## config.mk

```make
export PLATFORM = sky130hd
export DESIGN_NAME = cpf_resident
export DESIGN_NICKNAME = d
export VERILOG_FILES = /design/src/rtl/cpf_pkg.sv /design/src/rtl/cpf_resident.sv
export SDC_FILE = /design/constraint.sdc
export NUM_CORES = 2
export LEC_CHECK = 0
export BUFFER_PORTS_ARGS = -buffer_cell sky130_fd_sc_hd__buf_4
export CORE_MARGIN = 1
export CORE_UTILIZATION = 46
export DETAILED_ROUTE_END_ITERATION = 8
export PLACE_DENSITY_LB_ADDON = 0.05
export SETUP_SLACK_MARGIN = 0.3
export SLEW_MARGIN = 20
export SYNTH_ARGS = -nofsm -noshare
export SYNTH_HDL_FRONTEND = slang
export SYNTH_SLANG_ARGS = --single-unit
```

## constraint.sdc

```tcl
create_clock -name clk_i -period 6.94 [get_ports clk_i]
set_clock_uncertainty 0.2 [all_clocks]
set_input_delay 0.347 -clock clk_i [delete_from_list [all_inputs] [get_ports clk_i]]
set_output_delay 0.347 -clock clk_i [all_outputs]
set_load 0.05 [all_outputs]
```

## src/rtl/cpf_pkg.sv

```systemverilog
// Shared types and constants for the compacting pool free block.
`default_nettype none

package cpf_pkg;

  // Store sizes
  localparam int HANDLE_COUNT   = 256;
  localparam int RESIDENT_SLOTS = 256;
  localparam int HIDX_W         = $clog2(HANDLE_COUNT);
  localparam int SIDX_W         = $clog2(RESIDENT_SLOTS);

  // Field constants
  localparam logic [15:0] END_MARK        = 16'hFFFF;
  localparam logic [15:0] FLAG_CLEAR_MASK = 16'h0003;
  localparam int          PARA_SHIFT      = 4;

  // Input actions (carried on tuser)
  typedef enum logic [1:0] {
    ACT_LOAD_ENTRY  = 2'd0,
    ACT_LOAD_SLOT   = 2'd1,
    ACT_LOAD_TOTALS = 2'd2,
    ACT_FREE        = 2'd3
  } action_e;

  // Sequencer states
  typedef enum logic [3:0] {
    ST_IDLE,
    ST_HDR0,
    ST_HDR1,
    ST_HDR2,
    ST_SCMP,
    ST_SHIFT,
    ST_RRD,
    ST_EUPD0,
    ST_EUPD1,
    ST_DONE
  } state_e;

  // Shared adder operation
  typedef enum logic {
    ALU_ADD,
    ALU_SUB
  } alu_op_e;

  // Handle table write request
  typedef struct packed {
    logic              we_seg;
    logic              we_flags;
    logic              we_size;
    logic [HIDX_W-1:0] addr;
    logic [15:0]       seg;
    logic [15:0]       flags;
    logic [31:0]       size;
  } entry_wr_t;

  // Handle table read request
  typedef struct packed {
    logic              re;
    logic [HIDX_W-1:0] addr;
  } entry_rd_t;

  // Handle table read data
  typedef struct packed {
    logic [15:0] seg;
    logic [15:0] flags;
    logic [31:0] size;
  } entry_data_t;

  // Resident list access
  typedef struct packed {
    logic              we;
    logic [SIDX_W-1:0] waddr;
    logic [15:0]       wdata;
    logic              re;
    logic [SIDX_W-1:0] raddr;
  } res_req_t;

endpackage

`default_nettype wire

```

## src/rtl/cpf_resident.sv

```systemverilog
// Resident list memory with per-slot valid bits; unwritten slots read as end marker.
`default_nettype none

module cpf_resident (
  input  wire               clk_i,
  input  wire               rst_ni,
  input  cpf_pkg::res_req_t req_i,
  output logic [15:0]       rd_data_o
);
  import cpf_pkg::*;

  logic [15:0]               mem [RESIDENT_SLOTS];
  logic [RESIDENT_SLOTS-1:0] valid_q;
  logic [15:0]               rd_q;

  // Storage
  always_ff @(posedge clk_i) begin
    if (req_i.we) begin
      mem[req_i.waddr] <= req_i.wdata;
    end
  end

  // Valid bits, cleared at reset
  always_ff @(posedge clk_i or negedge rst_ni) begin
    if (!rst_ni) begin
      valid_q <= '0;
    end else if (req_i.we) begin
      valid_q[req_i.waddr] <= 1'b1;
    end
  end

  // Registered read
  always_ff @(posedge clk_i) begin
    if (req_i.re) begin
      rd_q <= valid_q[req_i.raddr] ? mem[req_i.raddr] : END_MARK;
    end
  end

  assign rd_data_o = rd_q;

endmodule

`default_nettype wire

```

==> results.ini <==
[outcome]
status=completed

[synthesis]
ys_types=47
yosysWarnings=0
ys_ff_latch=4368
synth_seq_area_share=0.774
ys.flop_type=edfxtp_1
syn_nets=7313
netlist_area_sq_um=168000
async_flop_share=0.0586
synth.avg_cell_area_sq_um=23.1
syn_inst=7277
synth_edf_count=4112

[cts]
clock_latency_ps=1000
cts_sinks=4368
clk_path_buf_depth=4
path_clk_slew_ps=60
numCtsBuffers=458
htree_levels=5
cts_tree=built
clockRootBuffer=clkbuf_16

[finish]
syn_to_final_growth_pct=14.2
fillers=28200
seq_area_sq_um=130000
final_cell_mix=edfxtp_1 (4112), mux4_2 (1148), clkbuf_16 (468), buf_4 (382), mux2i_1 (362)
multi_input_area_sq_um=36500
final_layout_size_suffix_gt1_frac=0.330
layout_commonest_cell=edfxtp_1
fin_nets=7863

[pwr]
cellInternalPower_uw=44000
p_sw_frac=0.216
cellPowerDensity_nw_per_um2=293
seqPwrFrac=0.518
power_switching_uw=12100
clock_power_share=0.432
combPwrFrac=0.050
power.leakage_uw=0.0625
power_uw=56200
peakVddDrop_uv=212

[global_route]
grt_pass1_wl_um=661000
grt_max_degree=192
grt.overflow.total=0
grt_pass1_vias=80900
gr-usage-all-layers=0.260
antenna_found_initial=33

[floorplanning]
die_width_um=606
die_y_um=606
fp-row-count=221
core_area_sq_um=363000
die-area_sq_um=367000
initial_core_util=0.462
ioPinCount=52

[placement]
place_hpwl_um=276000
pre_cts_slack_ps=1600
gp_congestion=0.833
portBuffers=51

[routing]
route.vias.total=79600
remaining_drc_errors=0
drt_iter0_markers=9266
totalWireLength_um=475000
viasPerCell=6.11
ant_nets=0
wl_per_cell_um=36.5
dr.pass1.iters=5

[timing]
fin_ws_ps=2590
max_slew_margin=0.142
rsz0062_at_grt=false
final_hold_viol_count=0
worst_pin_slew_ps=1280
finalCriticalPeriod_ps=4350
setup_tns_ps=0
setup_viol_count_final=0
final_max_slew_viol_count=0
fmax_ghz=0.230
finalCritPeriodShare=0.627

[worst_setup_path]
startpoint_type=input pin
endpoint_kind=flop
worst_ep_required_time_ps=7590
worst-setup-path-type=input pin to flop
path_max_fanout=83
worstPathArrival_ps=5000

[worst_hold_path]
min_path_type=input pin to flop

[job]
maxCapViolCount=0

==> routing by layer <==
layer	wire length [um]	up-vias	GRT usage
li1	-	31900	-
met1	201000	44300	0.374
met2	230000	2761	0.419
met3	29800	600	0.0365
met4	14500	0	0.0742
met5	0	-	0
==> synth_stat cells, types with 10 or more instances <==
library cell,instances,area (sq um)
edfxtp_1,4112,123000
mux4_2,1148,25900
mux2i_1,362,3620
nor2_1,303,1140
or2_2,257,1610
dfrtp_1,256,6410
a22oi_1,149,1120
buf_2,135,676
clkbuf_1,132,495
buf_1,50,188
nand2_1,43,161
nand4_1,41,257
o22ai_1,36,225
a211oi_1,33,248
mux4_1,30,788
nand3_1,29,145
buf_4,28,210
buf_6,21,236
a31o_1,16,140
o21ai_1,16,80.1
nor2b_1,10,62.6
==> power by group through the flow <==
stage | logic, uW | clock network [uW] | registers [uW]
after floorplan | 1480 | 0 | 29600
after global routing | 2960 | 25600 | 29100
after detailed placement | 2850 | 0 | 29600
final | 2810 | 24200 | 29100
after CTS | 2870 | 24700 | 29100
after global placement | 2810 | 0 | 29600
==> cells by family (layout without fill, tap and decap cells) <==
logic type / Yosys count / count (layout) / share of synthesized area
other: 0 / 10 / 0
buffers and inverters: 393 / 1343 / 0.0126
multiplexers: 1543 / 1543 / 0.181
flip-flops: 4368 / 4368 / 0.774
AND/OR/NAND/NOR: 696 / 696 / 0.0205
AO/OA/AOI/OAI: 277 / 277 / 0.0121
==> cell type report <==
class | count | area share
Antenna cell | 10 | 0.000131
Clock buffer | 589 | 0.0647
Clock inverter | 271 | 0.0130
Inverter | 6 | 0.000157
Multi-Input combinational cell | 2516 | 0.190
Sequential cell | 4368 | 0.678
Tap cell | 4794 | 0.0313
Timing Repair Buffer | 477 | 0.0228
==> worst paths after layout <==
check,start,to,slack [ps],cells after the start
max in group asynchronous,rst_ni,valid_q[217],5270,4
min in group asynchronous,rst_ni,valid_q[28],430,4
max reg2reg,mem[64][10],rd_data_o[10],3370,6
min reg2reg,valid_q[64],valid_q[64],260,1
min,req_i[3],rd_data_o[2],180,5
max,req_i[0],rd_data_o[10],2590,9
==> flip-flops by register name, indices dropped and copies added, names as in the netlist <==
register   flops
valid_q      256
mem         4096
rd_data_o     16
==> through the flow <==
stage / std cells / instance area, sq um / hold WS, ps / util
2_1_floorplan: 7277 / 168000 / -149 / -
3_3_place_gp: 12100 / 176000 / 195 / 0.486
3_5_place_dp: 12100 / 176000 / 199 / 0.486
4_1_cts: 13000 / 192000 / 102 / 0.528
5_1_grt: 13000 / 192000 / 157 / 0.528
6_report: 13000 / 192000 / 175 / 0.528
==> worst max-delay path: stages <==
cell and delay (ps):
buf_16 550, buf_12 330, buf_4 470, mux4_2 320, mux2i_1 70, a22oi_1 860
nand4_1 630, nor2_1 860, a31o_1 250
==> repair_timing <==
item                                    CTS  global route
buffers inserted                          0             0
hold buffers                             32             0
resized for setup                         0             0
endpoints found under the hold margin  2033             0
Power figures use the tool's default switching activity.
