[config.mk]
export PLATFORM = sky130hd
export DESIGN_NAME = cpf_alu
export DESIGN_NICKNAME = d
export VERILOG_FILES = /design/src/rtl/cpf_pkg.sv /design/src/rtl/cpf_alu.sv
export SDC_FILE = /design/constraint.sdc
export NUM_CORES = 1
export LEC_CHECK = 0
export BUFFER_PORTS_ARGS = -buffer_cell sky130_fd_sc_hd__buf_2
export CAP_MARGIN = 20
export CORE_ASPECT_RATIO = 1.25
export CORE_MARGIN = 4
export CORE_UTILIZATION = 44
export DETAILED_ROUTE_END_ITERATION = 16
export GPL_TIMING_DRIVEN = 0
export PLACE_DENSITY = 0.85
export SETUP_SLACK_MARGIN = 0.1
export SKIP_LAST_GASP = 1
export SYNTH_ARGS = -nofsm -noshare
export SYNTH_HDL_FRONTEND = slang
export SYNTH_SLANG_ARGS = --single-unit
[constraint.sdc]
create_clock -name vclk -period 8.4
set_input_delay 0.42 -clock vclk [all_inputs]
set_output_delay 0.42 -clock vclk [all_outputs]
set_load 0.02 [all_outputs]
[src/rtl/cpf_pkg.sv]
// Shared types and constants for the compacting pool free block.
`default_nettype none

package cpf_pkg;

  // Store sizes
  localparam int HANDLE_COUNT   = 256;
  localparam int RESIDENT_SLOTS = 256;
  localparam int HIDX_W         = $clog2(HANDLE_COUNT);
  localparam int SIDX_W         = $clog2(RESIDENT_SLOTS);

  // Field constants
  localparam logic [15:0] END_MARK        = 16'hFFFF;
  localparam logic [15:0] FLAG_CLEAR_MASK = 16'h0003;
  localparam int          PARA_SHIFT      = 4;

  // Input actions (carried on tuser)
  typedef enum logic [1:0] {
    ACT_LOAD_ENTRY  = 2'd0,
    ACT_LOAD_SLOT   = 2'd1,
    ACT_LOAD_TOTALS = 2'd2,
    ACT_FREE        = 2'd3
  } action_e;

  // Sequencer states
  typedef enum logic [3:0] {
    ST_IDLE,
    ST_HDR0,
    ST_HDR1,
    ST_HDR2,
    ST_SCMP,
    ST_SHIFT,
    ST_RRD,
    ST_EUPD0,
    ST_EUPD1,
    ST_DONE
  } state_e;

  // Shared adder operation
  typedef enum logic {
    ALU_ADD,
    ALU_SUB
  } alu_op_e;

  // Handle table write request
  typedef struct packed {
    logic              we_seg;
    logic              we_flags;
    logic              we_size;
    logic [HIDX_W-1:0] addr;
    logic [15:0]       seg;
    logic [15:0]       flags;
    logic [31:0]       size;
  } entry_wr_t;

  // Handle table read request
  typedef struct packed {
    logic              re;
    logic [HIDX_W-1:0] addr;
  } entry_rd_t;

  // Handle table read data
  typedef struct packed {
    logic [15:0] seg;
    logic [15:0] flags;
    logic [31:0] size;
  } entry_data_t;

  // Resident list access
  typedef struct packed {
    logic              we;
    logic [SIDX_W-1:0] waddr;
    logic [15:0]       wdata;
    logic              re;
    logic [SIDX_W-1:0] raddr;
  } res_req_t;

endpackage

`default_nettype wire

[src/rtl/cpf_alu.sv]
// Shared 32-bit add/subtract unit used by the sequencer for the total, segment and byte-count updates.
`default_nettype none

module cpf_alu (
  input  wire [31:0]        a_i,
  input  wire [31:0]        b_i,
  input  cpf_pkg::alu_op_e  op_i,
  output logic [31:0]       y_o
);
  import cpf_pkg::*;

  always_comb begin
    case (op_i)
      ALU_SUB: y_o = a_i - b_i;
      default: y_o = a_i + b_i;
    endcase
  end

endmodule

`default_nettype wire

==> results of run 1 <==
-- final cells by class --
| type | instances | area (um^2) |
|---|---|---|
| multi-input combinational | 322 | 2257 |
| timing repair buffer | 97 | 485.5 |
| inverter | 15 | 56.30 |
| buffer | 11 | 43.79 |
| fill | 525 | 2232 |
| tap | 62 | 77.57 |
-- final timing paths --
| check | end | slack, ns |
|---|---|---|
| worst max-delay path | y_o[29] | 3.50 |
| worst min-delay path | y_o[1] | 1.27 |
-- cell usage in the layout (no fill, tap or decap), types with 2 or more instances in the layout --
| cell type | count |
|---|---|
| sky130_fd_sc_hd__o21a_1 | 5 |
| sky130_fd_sc_hd__clkbuf_1 | 8 |
| sky130_fd_sc_hd__and3_1 | 5 |
| sky130_fd_sc_hd__or3_1 | 4 |
| sky130_fd_sc_hd__o2bb2ai_1 | 2 |
| sky130_fd_sc_hd__nor2b_1 | 5 |
| sky130_fd_sc_hd__a31oi_1 | 7 |
| sky130_fd_sc_hd__nor3_1 | 17 |
| sky130_fd_sc_hd__o21ai_0 | 17 |
| sky130_fd_sc_hd__xor2_1 | 15 |
| sky130_fd_sc_hd__xnor2_1 | 42 |
| sky130_fd_sc_hd__a21oi_1 | 45 |
| sky130_fd_sc_hd__o211ai_1 | 3 |
| sky130_fd_sc_hd__inv_1 | 15 |
| sky130_fd_sc_hd__nand4_1 | 5 |
| sky130_fd_sc_hd__or4_1 | 2 |
| sky130_fd_sc_hd__nor4b_1 | 2 |
| sky130_fd_sc_hd__nor2_1 | 38 |
| sky130_fd_sc_hd__nor4_1 | 4 |
| sky130_fd_sc_hd__a21o_1 | 7 |
| sky130_fd_sc_hd__buf_2 | 98 |
| sky130_fd_sc_hd__nand2_1 | 24 |
| sky130_fd_sc_hd__nand3_1 | 9 |
| sky130_fd_sc_hd__o21bai_1 | 6 |
| sky130_fd_sc_hd__a211oi_1 | 2 |
| sky130_fd_sc_hd__ha_1 | 32 |
| sky130_fd_sc_hd__a311oi_1 | 2 |
-- metal layers --
layer | share of wire | vias to the layer above | track usage
li1 | - | 1469 | -
met5 | 0 | - | 0
met3 | 0.066 | 14 | 0.02455
met2 | 0.51 | 96 | 0.3757
met1 | 0.40 | 1295 | 0.2406
met4 | 0.017 | 0 | 0.04683
-- synthesized netlist by cell type, types with 2 or more instances --
library cell	number	share of area
sky130_fd_sc_hd__a21oi_1	45	0.096
sky130_fd_sc_hd__xnor2_1	42	0.16
sky130_fd_sc_hd__nor2_1	38	0.061
sky130_fd_sc_hd__ha_1	32	0.17
sky130_fd_sc_hd__nand2_1	24	0.038
sky130_fd_sc_hd__nor3_1	17	0.036
sky130_fd_sc_hd__o21ai_0	17	0.036
sky130_fd_sc_hd__inv_1	15	0.024
sky130_fd_sc_hd__xor2_1	15	0.056
sky130_fd_sc_hd__nand3_1	9	0.019
sky130_fd_sc_hd__clkbuf_1	8	0.013
sky130_fd_sc_hd__a21o_1	7	0.022
sky130_fd_sc_hd__a31oi_1	7	0.019
sky130_fd_sc_hd__o21bai_1	6	0.019
sky130_fd_sc_hd__and3_1	5	0.013
sky130_fd_sc_hd__nand4_1	5	0.013
sky130_fd_sc_hd__nor2b_1	5	0.013
sky130_fd_sc_hd__o21a_1	5	0.016
sky130_fd_sc_hd__nor4_1	4	0.011
sky130_fd_sc_hd__or3_1	4	0.011
sky130_fd_sc_hd__o211ai_1	3	0.0096
sky130_fd_sc_hd__a211oi_1	2	0.0064
sky130_fd_sc_hd__a311oi_1	2	0.0074
sky130_fd_sc_hd__nor4b_1	2	0.0074
sky130_fd_sc_hd__o2bb2ai_1	2	0.0074
sky130_fd_sc_hd__or4_1	2	0.0064
-- worst max-delay path, delay by kind of cell --
| family | cells | cell delay [ns] |
|---|---|---|
| adder cells (fa/ha/maj) | 1 | 0.25 |
| XOR/XNOR | 2 | 0.37 |
| buffers and inverters | 3 | 0.48 |
| AND/OR/NAND/NOR | 6 | 1.47 |
| AO/OA/AOI/OAI | 5 | 1.47 |
-- cells by family (layout without fill, tap and decap cells) --
group,count (synthesis),after routing,share of synthesized area
XOR/XNOR,58,58,0.2187
AND/OR/NAND/NOR,124,124,0.2718
adder cells (fa/ha/maj),33,33,0.1783
AO/OA/AOI/OAI,105,105,0.2797
buffers and inverters,26,123,0.04246
multiplexers,2,2,0.009023
-- stage by stage --
step           cell area, um^2    util  std cells  setup WS (ns)  hold slack [ns]
6_report                  2920  0.5668        507          3.498            1.267
2_1_floorplan             2357       -        348          3.994            1.022
5_1_grt                   2920  0.5668        507          3.191            1.304
3_3_place_gp              2920  0.5668        507          3.602            1.267
3_5_place_dp              2920  0.5668        507          3.524            1.270
4_1_cts                   2920  0.5668        507          3.506            1.273
-- where the power goes --
part	switching [mW]	internal (mW)	total, mW	leakage (nW)
combinational	0.226	0.142	0.368	1.33
sequential	0	0	0	0
clock	0	0	0	0
total	0.226	0.142	0.368	1.33
==> flow_summary.yaml, run 1 <==
pwr:
  max-vdd-ir-drop_mv: 0.08549
  power.density_nw_per_um2: 126.1
  static_leakage_nw: 1.331
  total_power_uw: 368.3
cells_and_area:
  layout.area.seq_um2: 0
  final.clkbuf_count: 0
  seq_cell_count: 0
  area_growth_syn_to_layout_pct: 23.89
  fraction_of_final_layout_cells_sized_beyond_drive_strength_1: 0.2517
  n_antenna_cell: 0
  final_net_count: 545
timing:
  final.setup.tns_ns: 0
  maxSlewViolCount: 0
  grt_setup_unrepaired: "no"
  worstMarginPinSlew_ns: 0.8880
  hold_violations: 0
  highest_achievable_clock_rate_ghz: 0.2040
  final.period_utilization: 0.5836
  setup-violations-final: 0
  max-slew-margin-rel: 0.4003
  layout_min_cycle_time_ns: 4.902
routing:
  wirelength_um: 7042
  vias_per_cell: 5.669
  post-route-drc-count: 0
  routed_wire_length_per_instance_um: 13.89
  antenna_violating_nets_post_route: 0
  detail_route.iter0.violations: 99
  first_pass_iters: 4
  via_count: 2874
placement:
  dp.final_hpwl_um: 6079
  routabilityCongestion: 0.9433
  port_buffers: 97
clocking:
  post_cts.repair.setup_buffers: 0
  count_of_instances_resized_after_the_clock_tree_is_built: 0
  postCtsHoldBufs: 0
floorplan:
  rows: 29
  design.die.area_um2: 6600
  die_h_um: 89.84
  initial_core_utilization: 0.4575
  fp.dieW_um: 73.47
  top_level_ports: 97
  core_area_um2: 5152
worst_setup_path:
  setup.worst_path.class: "input pin to output port"
  largest_driver_fanout_on_the_critical_path: 8
  cpMaxStageDelayCell: "sky130_fd_sc_hd__a311oi_1"
  crit_chain: "buf_2 > or4_4 > or3_4 > nor2_2 > nand2_1 > nor3_1 > a31oi_1 > xnor2_1 > ha_1 > clkbuf_1 > a21oi_1 > nor2b_1 > o31a_1 > a311oi_1 > o211ai_1 > xnor2_1 > buf_2"
  cp_data_required_time_ns: 7.98
  setup.worst_path.start_class: "input pin"
  worst_setup_end_kind: "output port"
  crit_arrival_ns: 4.48
  origin_of_the_worst_setup_path: "b_i[5]"
  critical_path.max_stage_delay_ns: 0.59
synthesis:
  count_of_warnings_emitted_by_yosys: 0
  synth_nets: 446
  mean_syn_cell_area_um2: 6.774
  synth_cell_type_count: 51
  synth.yosys.seq_area_share: 0
  synthesis.area_um2: 2357
  netlist_instances: 348
global_route:
  first_global_vias: 2821
  grt_antenna_before_repair: 0
  gr-total-overflow: 0
  grt.total_usage: 0.2036
  grt_pass1_wl_um: 11650
  grt_max_degree: 11
min_path:
  timing.hold.worst.class: "input pin to output port"
  hold_path.startpoint: "a_i[1]"
  timing.hold.worst_path_depth: 3
status:
  outcome: "finished clean"
flow_run:
  drv.max_cap_violation_count: 0
(Power assumes the default switching activity.)
==> run 2, diff against run 1 <==
- PLACE_DENSITY: 0.85 -> 0.88
- clock period: 8.4 -> 3.96 ns (I/O delays scaled with it)
==> run 2 against run 1 <==
The flow now finishes with violations (setup timing). Combinational power increased to 2.8 times the previous value. Count of clock-buffer cells in the layout stayed put. Cell count rose by 7.1%. Via count rose by 17%. Total power rose to 2.8 times the previous value. Design area rose by 27%. Critical path depth decreased by 1. Sequential share of layout area did not move. Sequential cell count stayed put. Die area is the same. Critical path type unchanged.
==> flow_summary.yaml, run 2 (synthesis results as in run 1) <==
status:
  outcome: "complete, but fails checks"
  failed_checks: "setup timing"
timing:
  worstMarginPinSlew_ns: 0.5285
  final.period_utilization: 1.022
  max-slew-margin-rel: 0.6477
  grt_setup_unrepaired: "yes"
  setup_ws_ns: -0.08620
  layout_min_cycle_time_ns: 4.046
  setup-violations-final: 5
  finalHoldWorstSlack_ns: 0.8313
  maxSlewViolCount: 0
  highest_achievable_clock_rate_ghz: 0.2471
  hold_violations: 0
cells_and_area:
  mostFrequentLayoutCell: "sky130_fd_sc_hd__buf_2"
  most_frequent_cells_in_the_layout: "sky130_fd_sc_hd__buf_2 (84), sky130_fd_sc_hd__buf_4 (43), sky130_fd_sc_hd__xnor2_1 (36)"
  n_antenna_cell: 0
  area_growth_syn_to_layout_pct: 56.90
  final.clkbuf_count: 0
  area_of_combinational_cells_with_multiple_inputs_um2: 2653
  fraction_of_final_layout_cells_sized_beyond_drive_strength_1: 0.4428
  final_net_count: 581
  seq_cell_count: 0
  layout.area.seq_um2: 0
  fillerInstances: 373
global_route:
  grt.total_usage: 0.2222
  grt_antenna_before_repair: 0
  first_global_vias: 2956
  grt_max_degree: 11
  grt_pass1_wl_um: 12700
  gr-total-overflow: 0
floorplan:
  core_area_um2: 5152
  fp.dieW_um: 73.47
  design.die.area_um2: 6600
  initial_core_utilization: 0.4575
  rows: 29
  top_level_ports: 97
  die_h_um: 89.84
worst_setup_path:
  setup.worst_path.start_class: "input pin"
  critical_path.max_stage_delay_ns: 0.54
  cp_top_family: "simple AND/OR/NAND/NOR gates"
  cp_data_required_time_ns: 3.76
  endpoint: "y_o[30]"
  crit_arrival_ns: 3.85
  worst-path-buf-inv: 3
  cp.depth: 16
  worst_setup_end_kind: "output port"
  setup.worst_path.class: "input pin to output port"
  cpMaxStageDelayCell: "sky130_fd_sc_hd__or4_4"
  crit_chain: "buf_8 > or4_4 > or3_4 > buf_4 > nor4_4 > nor2_1 > xnor2_1 > ha_2 > a21oi_4 > o21ai_2 > a32o_2 > a21oi_4 > a211oi_2 > or2_4 > a211oi_2 > buf_4"
  largest_driver_fanout_on_the_critical_path: 6
  origin_of_the_worst_setup_path: "b_i[3]"
pwr:
  power.density_nw_per_um2: 277.0
  static_leakage_nw: 1.650
  max-vdd-ir-drop_mv: 0.1790
routing:
  via_count: 3350
  post-route-drc-count: 0
  vias_per_cell: 6.169
  antenna_violating_nets_post_route: 0
  detail_route.iter0.violations: 218
  first_pass_iters: 6
  wirelength_um: 9544
  routed_wire_length_per_instance_um: 17.58
placement:
  port_buffers: 97
  dp.final_hpwl_um: 6141
  detailedPlace.worstSlack_ns: -0.3686
  routabilityCongestion: 0.9491
min_path:
  timing.hold.worst.class: "input pin to output port"
flow_run:
  drv.max_cap_violation_count: 0
[run 2: how the worst min path moves through the flow]
stage,endpoint,startpoint,slack [ns],cells after the start
CTS,y_o[0],b_i[0],0.83,4
global placement,y_o[0],b_i[0],0.82,4
global route,y_o[0],a_i[0],0.87,5
detailed placement,y_o[0],b_i[0],0.83,4
finish,y_o[0],a_i[0],0.83,5
floorplan,y_o[0],b_i[0],0.58,2
[run 2: worst min-delay path, stage by stage]
cell and delay, ns:
sky130_fd_sc_hd__buf_2 0.09, sky130_fd_sc_hd__inv_1 0.05, sky130_fd_sc_hd__ha_1 0.12, sky130_fd_sc_hd__inv_1 0.03
sky130_fd_sc_hd__buf_2 0.14
[run 2: what timing repair did]
action	4_1_cts	5_1_grt
endpoints found under the setup margin	16	17
pin swaps	33	55
setup buffers	15	22
hold buffers	0	0
resized for setup	56	75
endpoints found under the hold margin	0	0
[run 2: routing by layer]
metal,track usage,part of all wire,vias to the layer above
li1,-,-,1540
met2,0.4172,0.52,200
met3,0.03571,0.077,52
met5,0,0,-
met1,0.2455,0.36,1558
met4,0.06344,0.046,0
[run 2: report_power, final]
part           leakage [nW]  total [mW]  switching, mW  internal [mW]
sequential                0           0              0              0
combinational          1.65        1.02          0.586          0.439
clock                     0           0              0              0
total                  1.65        1.02          0.586          0.439
[run 2: final cells by class]
| class | instances | area share |
|---|---|---|
| inverters | 15 | 0.01522 |
| plain buffers | 10 | 0.02233 |
| well taps | 62 | 0.02097 |
| repair buffers | 134 | 0.2243 |
| multi-input cells | 322 | 0.7172 |
[run 2: metrics by stage]
stage	utilization	power (mW)	cells	TNS (ns)	instance area [um^2]
after floorplan	-	0.5527	348	0	2372
after global placement	0.5697	0.7663	507	-2.258	2935
after global routing	0.7178	1.083	543	-1.150	3699
after detailed placement	0.5697	0.7806	507	-2.642	2935
final	0.7178	1.025	543	-0.2721	3699
after CTS	0.6360	0.8798	522	-0.2279	3277
